<file path="src/assert_macros.svh">
// ----------------------------------------------------------------------------
// Assertion macros for the stack with search
// Concurrent assertion helpers, empty when SYNTH is defined.
// ----------------------------------------------------------------------------
`ifndef ASSERT_MACROS_SVH
`define ASSERT_MACROS_SVH
`ifndef SYNTH
`define LSS_ASSERT(lbl, clk, rstn, prop) \
    lbl: assert property (@(posedge clk) disable iff (!rstn) (prop)) \
        else $error("assertion failed");
`define LSS_NEVER(lbl, clk, rstn, cond) \
    lbl: assert property (@(posedge clk) disable iff (!rstn) !(cond)) \
        else $error("forbidden condition seen");
`else
`define LSS_ASSERT(lbl, clk, rstn, prop)
`define LSS_NEVER(lbl, clk, rstn, cond)
`endif
`endif

</file>
<file path="src/lss_pkg.sv">
`timescale 1ns / 1ps
// ----------------------------------------------------------------------------
// Stack with search package
// Shared types and constants of the stack cells and the top level.
// ----------------------------------------------------------------------------
package lss_pkg;

    localparam int DEPTH_DEF = 64;
    localparam int VALUE_W   = 32;
    localparam int POS_W     = 7;
    localparam int SCAN_MAX  = 8;

    typedef enum logic [1:0] {
        OP_PUSH   = 2'd0,
        OP_POP    = 2'd1,
        OP_PEEK   = 2'd2,
        OP_SEARCH = 2'd3
    } t_op;

    typedef enum logic [1:0] {
        ST_OK    = 2'd0,
        ST_UNDER = 2'd1,
        ST_OVER  = 2'd2
    } t_status;

    typedef enum logic {
        S_IDLE = 1'b0,
        S_SCAN = 1'b1
    } t_state;

    // Commands broadcast to every cell of the chain.
    typedef struct packed {
        logic push;
        logic pop;
        logic load_match;
        logic scan_shift;
    } t_cell_ctl;

endpackage

</file>
<file path="src/lss_cell.sv">
`timescale 1ns / 1ps
// ----------------------------------------------------------------------------
// Stack cell
// Holds one stack word, its valid flag and a search match bit.
// ----------------------------------------------------------------------------
module lss_cell
    import lss_pkg::*;
(
    input  logic                      i_clk,
    input  logic                      i_rst_n,
    input  t_cell_ctl                 i_ctl,
    input  logic signed [VALUE_W-1:0] i_up_data,
    input  logic                      i_up_valid,
    input  logic signed [VALUE_W-1:0] i_down_data,
    input  logic                      i_down_valid,
    input  logic signed [VALUE_W-1:0] i_key,
    input  logic                      i_scan_in,
    output logic signed [VALUE_W-1:0] o_data,
    output logic                      o_valid,
    output logic                      o_match
);

    logic signed [VALUE_W-1:0] r_data;
    logic                      r_valid;
    logic                      r_match;

    always_ff @(posedge i_clk) begin
        if (!i_rst_n) begin
            r_valid <= 1'b0;
            r_match <= 1'b0;
        end else begin
            if (i_ctl.push) begin
                r_valid <= i_up_valid;
            end else if (i_ctl.pop) begin
                r_valid <= i_down_valid;
            end
            if (i_ctl.load_match) begin
                r_match <= r_valid && (r_data == i_key);
            end else if (i_ctl.scan_shift) begin
                r_match <= i_scan_in;
            end
        end
    end

    // Words need no reset: a word is only looked at while its cell is valid.
    always_ff @(posedge i_clk) begin
        if (i_ctl.push) begin
            r_data <= i_up_data;
        end else if (i_ctl.pop) begin
            r_data <= i_down_data;
        end
    end

    assign o_data  = r_data;
    assign o_valid = r_valid;
    assign o_match = r_match;

endmodule

</file>
<file path="config.mk">
export PLATFORM = sky130hd
export DESIGN_NAME = lss_cell
export DESIGN_NICKNAME = d
export VERILOG_FILES = /design/src/assert_macros.svh /design/src/lss_pkg.sv /design/src/lss_cell.sv
export SDC_FILE = /design/constraint.sdc
export NUM_CORES = 1
export LEC_CHECK = 0
export BUFFER_PORTS_ARGS = -buffer_cell sky130_fd_sc_hd__buf_4
export CAP_MARGIN = 10
export CORE_MARGIN = 2
export CORE_UTILIZATION = 36
export CTS_CLUSTER_SIZE = 10
export DETAILED_ROUTE_END_ITERATION = 8
export PLACE_DENSITY = 0.77
export SLEW_MARGIN = 10
export SYNTH_ARGS = -nofsm -noshare
export SYNTH_HDL_FRONTEND = slang
export SYNTH_SLANG_ARGS = --single-unit
</file>
<file path="constraint.sdc">
create_clock -name i_clk -period 1.48 [get_ports i_clk]
set_clock_uncertainty 0.05 [all_clocks]
set_input_delay 0.296 -clock i_clk [delete_from_list [all_inputs] [get_ports i_clk]]
set_output_delay 0.296 -clock i_clk [all_outputs]
set_load 0.01 [all_outputs]
</file>
==> metrics.cfg, run 1 <==
[global_route]
grt_pass1_wl_mm = 6.84
antenna_found_initial = 0
grt_pass1_vias = 1494
overflow = 0
grt_max_degree = 33
grt_use_total_pct = 16.9

[synth]
synth_top_area_share_pct = 53.7
synth_fp_nets = 227
synthTopCellsByArea = edfxtp_1 54%, mux2_2 20%, xnor2_1 14%, nand4_1 2.8%, dfxtp_1 2.2%
synth_seq_cells = 34
synth_area_um2 = 1790
syn_inst = 122
ys_warn_count = 0
synth_top_cell_by_area = edfxtp_1
ys_seq_area_share_pct = 55.9
synthDistinctLibCells = 17
avgSynthCellArea_um2 = 14.7

[finish]
diodes = 0
fill_cells = 400
nNetsFinal = 373
area_growth_pct = 70.6
final_common_cell = buf_4
final_cell_mix = 141 x buf_4, 32 x mux2_2, 32 x edfxtp_1
layout-drive-gt1-share_pct = 68.4
fin_cells = 336

[timing]
min_period_ns = 1.39
setup_violations = 0
hold_slack_ns = 0.196
final-hold-violation-count = 0
maxSlewHeadroom_pct = 69.3
maxSlewViolCount = 0
period_share_pct = 93.7
worst_pin_slew_ns = 0.460
rsz0062_at_grt = true
setup_ws_ns = 0.0927
clock.fmax_mhz = 721

[critical_path]
path_cells = xnor2_2, nand4_1, nor4_2, nand3_1, o21ai_1
worstPathArrival_ns = 1.55
required_ns = 1.64
end_kind = flop
crit_start = o_data[27]
critical_path_class = flop to flop
start_kind = flop
reg2reg_setup_slack_ns = 0.09
crit_fanout = 2
max_stage_delay_ns = 0.43
cp_slowest_cell = edfxtp_1
worstReg2RegStart = o_data[27]

[floorplan]
num_io_pins = 139
die_y_um = 74.5
core_area_um2 = 4750
initial_utilization_pct = 37.6
num_rows = 25
die_w_um = 74.5
die-area_um2 = 5550

[route]
drt-initial-drc-count = 78
num_vias = 1532
ant_nets = 0
vias_per_cell = 4.56
first_pass_iters = 2
wl_per_cell_um = 14.9
drt_drc_violations_left = 0
wl_mm = 5.01

[worst_hold_path]
min_from = i_rst_n
hold_path.class = input port to flop

[cts]
cts_tree = yes
cts_buffer_depth = 2
numCtsBuffers = 5
cts_max_level = 2
cts-root-buf = clkbuf_8
clkLatencyLatePin_ns = 0.28
path_clk_slew_ns = 0.07
cts.sinks = 34

[power_and_ir_drop]
power.density_nw_per_um2 = 859
total_power_uw = 2620
ir_worst_vdd_mv = 0.514
leakage_uw = 0.00132

[place]
place_ws_ns = -0.0435
place_congestion = 0.751
dp_hpwl_mm = 4.01
io_buffers = 138
dp.cells = 326

[outcome]
status = finished clean

[job]
drv_cap = 0

==> cells by family (layout without fill, tap and decap cells) <==
family	after synthesis	after routing	share of synthesized area, %
mux	34	34	21.3
flops	34	34	55.9
xor+xnor	32	32	15.7
simple gates	16	16	5.31
buf+inv	4	151	1.26
compound gates	2	2	0.559
==> state kept, by name, summed over array words and instances (netlist names) <==
register,count
o_data,32
o_match,1
o_valid,1
==> repair_timing <==
action,CTS,global route
endpoints found under the setup margin,1,1
resized for setup,1,3
hold buffers,0,0
gates cloned,0,0
pin swaps,0,2
buffers inserted,0,2
hold endpoints to repair,0,0
==> where the power goes <==
group / internal [uW] / total (uW) / switching (uW)
Combinational: 469 / 718 / 249
Sequential: 1180 / 1250 / 72.0
Clock: 334 / 658 / 324
==> stage by stage <==
step                area (um2)  util (%)  setup TNS [ns]
finish                    3050      64.2               0
global route              3050      64.2        -0.00926
CTS                       3020      63.6               0
detailed placement        2940      61.8         -0.0435
global placement          2940      61.8         -0.0204
floorplan                 1790         -               0
==> cell usage after synthesis <==
cell	instances
edfxtp_1	32
mux2_2	32
xnor2_1	29
nand4_1	8
buf_2	3
xor2_1	3
dfxtp_1	2
mux2i_1	2
nor4_1	2
o21ai_0	2
and2_1	1
buf_4	1
nand2_1	1
nand2b_1	1
nand3_1	1
nor3_1	1
or2_2	1
==> worst max-delay path: cells and delay by family (launching register included) <==
kind | cells | cell delay (ns)
AND/OR/NAND/NOR | 3 | 0.58
XOR/XNOR | 1 | 0.16
AO/OA/AOI/OAI | 1 | 0.09
flip-flops | 1 | 0.43
==> cell type report <==
| class | count | area, um2 | share of cell area, % |
|---|---|---|---|
| repair buffers | 143 | 1100 | 36.0 |
| flip-flops and latches | 34 | 1000 | 32.8 |
| well taps | 67 | 83.8 | 2.75 |
| clock buffers | 8 | 80.1 | 2.62 |
| multi-input cells | 84 | 790 | 25.9 |
==> layer usage <==
metal  GRT usage (%)  routed length (um)  vias to the layer above
met1            18.9                1780                      708
met2            30.5                2750                       71
met3            4.74                 433                        5
li1                -                   -                      748
met4            6.55                  51                        0
met5               0                   0                        -
==> path summary, 6_finish.rpt <==
path	endpoint	depth (start not counted)
worst max-delay path	o_match	5
worst min-delay path	o_valid	2
worst max register to register	o_match	5
worst min register to register	o_match	2
No activity file was read; power rests on OpenSTA's default activity.
==> inputs of run 2 (changes only) <==
- CORE_UTILIZATION: 36 -> 43
- PLACE_DENSITY: 0.77 -> 0.86
- clock period: 1.48 -> 1.75 ns (I/O delays scaled with it)
==> metrics.cfg, run 2 (synthesis results as in run 1) <==
[global_route]
use_met1_pct = 20.2
grt_max_degree = 21
use_met3_pct = 7.95
antenna_found_initial = 0
grt_use_total_pct = 21.9
grt_pass1_wl_mm = 7.27
overflow = 0
grt_busiest_layer = met2
gr-usage-met2_pct = 41.5
grt_pass1_vias = 1703

[critical_path]
r2r-end = o_match
rr_worst_depth = 5
path_cells = xnor2_1, nand4_1, nor4_1, nand3_1, o21ai_0
reg2reg_setup_slack_ns = 0.29
start_kind = flop
end_kind = flop
max_stage_delay_ns = 0.43
crit_fanout = 2
worstReg2RegStart = o_data[7]
required_ns = 1.91
worstPathArrival_ns = 1.62
critPathTopFamily = simple AND/OR/NAND/NOR gates
critical_path.n_buffers_inverters = 0
critical_path_class = flop to flop
cp_slowest_cell = edfxtp_1

[timing]
maxSlewHeadroom_pct = 78.2
maxSlewViolCount = 0
setup_tns_ns = 0
min_period_ns = 1.46
rsz0062_at_grt = false
period_share_pct = 83.6
worst_pin_slew_ns = 0.325
final-hold-violation-count = 0
setup_violations = 0
clock.fmax_mhz = 683
hold_slack_ns = 0.246

[worst_hold_path]
min_from = i_rst_n
hold_path.class = input port to flop
whs_path_depth = 2
holdPathEnd = o_valid

[floorplan]
initial_utilization_pct = 44.7
num_rows = 23
die_y_um = 68.5
num_io_pins = 139
die-area_um2 = 4690
core_area_um2 = 4000
die_w_um = 68.5

[finish]
final_cell_mix = 139 x buf_4, 32 x mux2_2, 32 x edfxtp_1
nNetsFinal = 372
fin_cells = 317
final_cell_area_um2 = 3010
largest_reg_flops = 32
diodes = 0
layout-drive-gt1-share_pct = 67.4
fill_cells = 273
final_common_cell = buf_4
area_growth_pct = 68.2

[route]
drt-initial-drc-count = 62
ant_nets = 0
vias_per_cell = 4.83
first_pass_iters = 4
num_vias = 1530
drt_drc_violations_left = 0
wl_mm = 5.05
wl_per_cell_um = 15.9

[power_and_ir_drop]
leakage_uw = 0.00131
total_power_uw = 2190
ir_worst_vdd_mv = 0.455
power.density_nw_per_um2 = 728

[cts]
clkLatencyLatePin_ns = 0.28
cts_buffer_depth = 2
postCtsHoldBufs = 0
post_cts_resized = 0
cts_max_level = 2
cts.sinks = 34
cts-root-buf = clkbuf_8
cts_setup_buffers = 0
numCtsBuffers = 5
cts_tree = yes
path_clk_slew_ns = 0.07

[place]
dp_hpwl_mm = 4.14
place_congestion = 0.760
dpl_cell_area_um2 = 2930
dp.cells = 310
io_buffers = 138

[job]
drv_cap = 0

[outcome]
status = finished clean

## run 2: worst reg2reg max path, delay by kind of cell (launching register included)
family / cells / cell delay (ns)
AOI/OAI and AO/OA: 1 / 0.07
xor gates and xnor gates: 1 / 0.18
DFF: 1 / 0.43
and+or+nand+nor: 3 / 0.65
## run 2: final cells by class
type	count	area, um2	area share (%)
Multi-Input combinational cell	84	766	25.4
Sequential cell	34	1000	33.3
Clock buffer	7	76.3	2.54
Tap cell	50	62.6	2.08
Timing Repair Buffer	142	1100	36.7
## run 2: routing by layer
| layer | share of wire, % | routed length (um) |
|---|---|---|
| met5 | 0 | 0 |
| met4 | 2.9 | 145 |
| met3 | 9.9 | 500 |
| met2 | 56 | 2800 |
| met1 | 32 | 1600 |
## run 2: report_power, final
| group | total, uW | internal [uW] | switching (uW) |
|---|---|---|---|
| registers | 1050 | 994 | 60.7 |
| clock network | 538 | 274 | 264 |
| logic | 597 | 390 | 207 |
| total | 2190 | 1660 | 531 |
## run 2: how the worst max path moves through the flow
stage / from / to / slack, ns / cells after the start
6_report: o_data[7] / o_match / 0.29 / 5
5_1_grt: o_data[7] / o_match / 0.20 / 5
4_1_cts: o_data[7] / o_match / 0.29 / 5
3_5_place_dp: i_key[6] / o_match / 0.26 / 6
3_3_place_gp: i_key[6] / o_match / 0.27 / 6
2_1_floorplan: i_ctl[3] / o_data[0] / 0.12 / 3
## run 2: per-stage QoR
step | utilization, % | setup WS [ns]
floorplan | - | 0.120
global placement | 73.3 | 0.271
detailed placement | 73.3 | 0.264
CTS | 75.2 | 0.291
global route | 75.2 | 0.202
finish | 75.2 | 0.287
==> inputs of run 3 (changes only) <==
- CORE_UTILIZATION: 43 -> 36
- PLACE_DENSITY: 0.86 -> 0.77
- clock period: 1.75 -> 1.2 ns (I/O delays scaled with it)
==> metrics.cfg, run 3 (synthesis results as in run 1) <==
[outcome]
status = finished with violations
violations = setup timing

[global_route]
grt_use_total_pct = 19.3
grt_pass1_wl_mm = 7.69
overflow = 0
antenna_found_initial = 0
grt_pass1_vias = 1641
grt_max_degree = 33

[floorplan]
die-area_um2 = 5550
die_w_um = 74.5
initial_utilization_pct = 37.6
num_rows = 25
core_area_um2 = 4750
num_io_pins = 139
die_y_um = 74.5

[route]
vias_per_cell = 4.52
ant_nets = 0
drt_drc_violations_left = 0
drt-initial-drc-count = 51
wl_mm = 5.33
num_vias = 1577
first_pass_iters = 3
wl_per_cell_um = 15.3

[finish]
area_growth_pct = 81.0
layout-drive-gt1-share_pct = 69.9
final_common_cell = buf_4
nNetsFinal = 386
fill_cells = 392
final_cell_area_um2 = 3240
largest_reg_flops = 32
final_cell_mix = 131 x buf_4, 32 x mux2_2, 32 x edfxtp_1
diodes = 0

[cts]
cts_buffer_depth = 2
cts_max_level = 2
cts-root-buf = clkbuf_8
clkLatencyLatePin_ns = 0.28
path_clk_slew_ns = 0.07
numCtsBuffers = 5
cts.sinks = 34
cts_tree = yes

[power_and_ir_drop]
leakage_uw = 0.00140
ir_worst_vdd_mv = 0.793
power.density_nw_per_um2 = 1060

[critical_path]
end_kind = flop
rr_worst_depth = 5
cp_slowest_cell = edfxtp_1
crit_cells = 5
required_ns = 1.36
cp-endpoint = o_match
reg2reg_setup_slack_ns = -0.19
worstPathArrival_ns = 1.55
critical_path_class = flop to flop
critical_path.n_buffers_inverters = 0
crit_start = o_data[8]
worstReg2RegStart = o_data[8]
path_cells = xnor2_1, nand4_1, nor4_2, nand3_1, o21ai_1
r2r-end = o_match
critPathTopFamily = simple AND/OR/NAND/NOR gates
max_stage_delay_ns = 0.43
start_kind = flop
crit_fanout = 2

[timing]
maxSlewHeadroom_pct = 68.7
setup_violations = 14
clock.fmax_mhz = 721
setup_ws_ns = -0.187
min_period_ns = 1.39
setup_tns_ns = -0.837
maxSlewViolCount = 0
rsz0062_at_grt = true
worst_pin_slew_ns = 0.469
final-hold-violation-count = 0
period_share_pct = 116

[place]
dpl_cell_area_um2 = 3010
place_congestion = 0.780
dp_hpwl_mm = 4.13
place_ws_ns = -0.296
io_buffers = 138

[job]
drv_cap = 0

[worst_hold_path]
hold_path.class = input port to flop

-- run 3: cell count changes in the layout (fill, tap and decap cells not counted) --
cell / previous run / this run
buf_6: 0 / 23
nor4_1: 2 / 0
nor4_2: 0 / 2
or2_4: 0 / 1
o21ai_1: 0 / 1
clkbuf_8: 5 / 6
buf_12: 3 / 2
o21ai_0: 2 / 1
buf_4: 139 / 131
or2_2: 1 / 0
-- run 3: worst reg2reg max path: cells and delay by family, from the launching register on --
kind / cells / cell delay [ns]
and+or+nand+nor: 3 / 0.59
DFF: 1 / 0.43
xor gates and xnor gates: 1 / 0.16
AOI/OAI and AO/OA: 1 / 0.08
-- run 3: worst min path at each step --
stage / start / end / slack (ns) / cells after the start
final: i_rst_n / o_valid / 0.14 / 2
after global routing: i_rst_n / o_valid / 0.13 / 2
after CTS: i_rst_n / o_valid / 0.12 / 2
after detailed placement: i_rst_n / o_valid / 0.42 / 2
after global placement: i_rst_n / o_valid / 0.42 / 2
after floorplan: i_rst_n / o_valid / 0.31 / 1
-- run 3: per-stage QoR --
stage                     hold slack, ns  std cells  utilization, %  total power, uW
after floorplan                    0.312        122               -             1910
after global placement             0.416        336            63.3             2460
after detailed placement           0.419        336            63.3             2480
after CTS                          0.121        348            67.5             3430
after global routing               0.127        349            68.1             3590
final                              0.136        349            68.1             3420
-- run 3: where the power goes --
part / leakage (uW) / switching [uW] / internal, uW / total, uW
registers: 0.000342 / 92.3 / 1450 / 1540
clock network: 0.0000455 / 402 / 468 / 870
logic: 0.00102 / 331 / 680 / 1010
total: 0.00140 / 825 / 2600 / 3420
-- run 3: layout make-up --
| cell class | instances | area (um2) | share of cell area [%] |
|---|---|---|---|
| Multi-Input combinational cell | 84 | 781 | 24.1 |
| Tap cell | 67 | 83.8 | 2.59 |
| Timing Repair Buffer | 156 | 1280 | 39.6 |
| Sequential cell | 34 | 1000 | 30.9 |
| Clock buffer | 8 | 90.1 | 2.78 |
-- run 3: per-layer routing --
metal  GRT usage [%]  share of wire, %  vias up
met4            8.53               1.5        0
li1                -                 -      770
met2            33.9                55       75
met5               0                 0        -
met1            21.5                36      726
met3            5.69               7.5        6
-- run 3: what timing repair did --
action,4_1_cts,5_1_grt
setup buffers,7,3
pin swaps,5,0
endpoints found under the setup margin,10,14
resized for setup,20,6
hold buffers,0,0
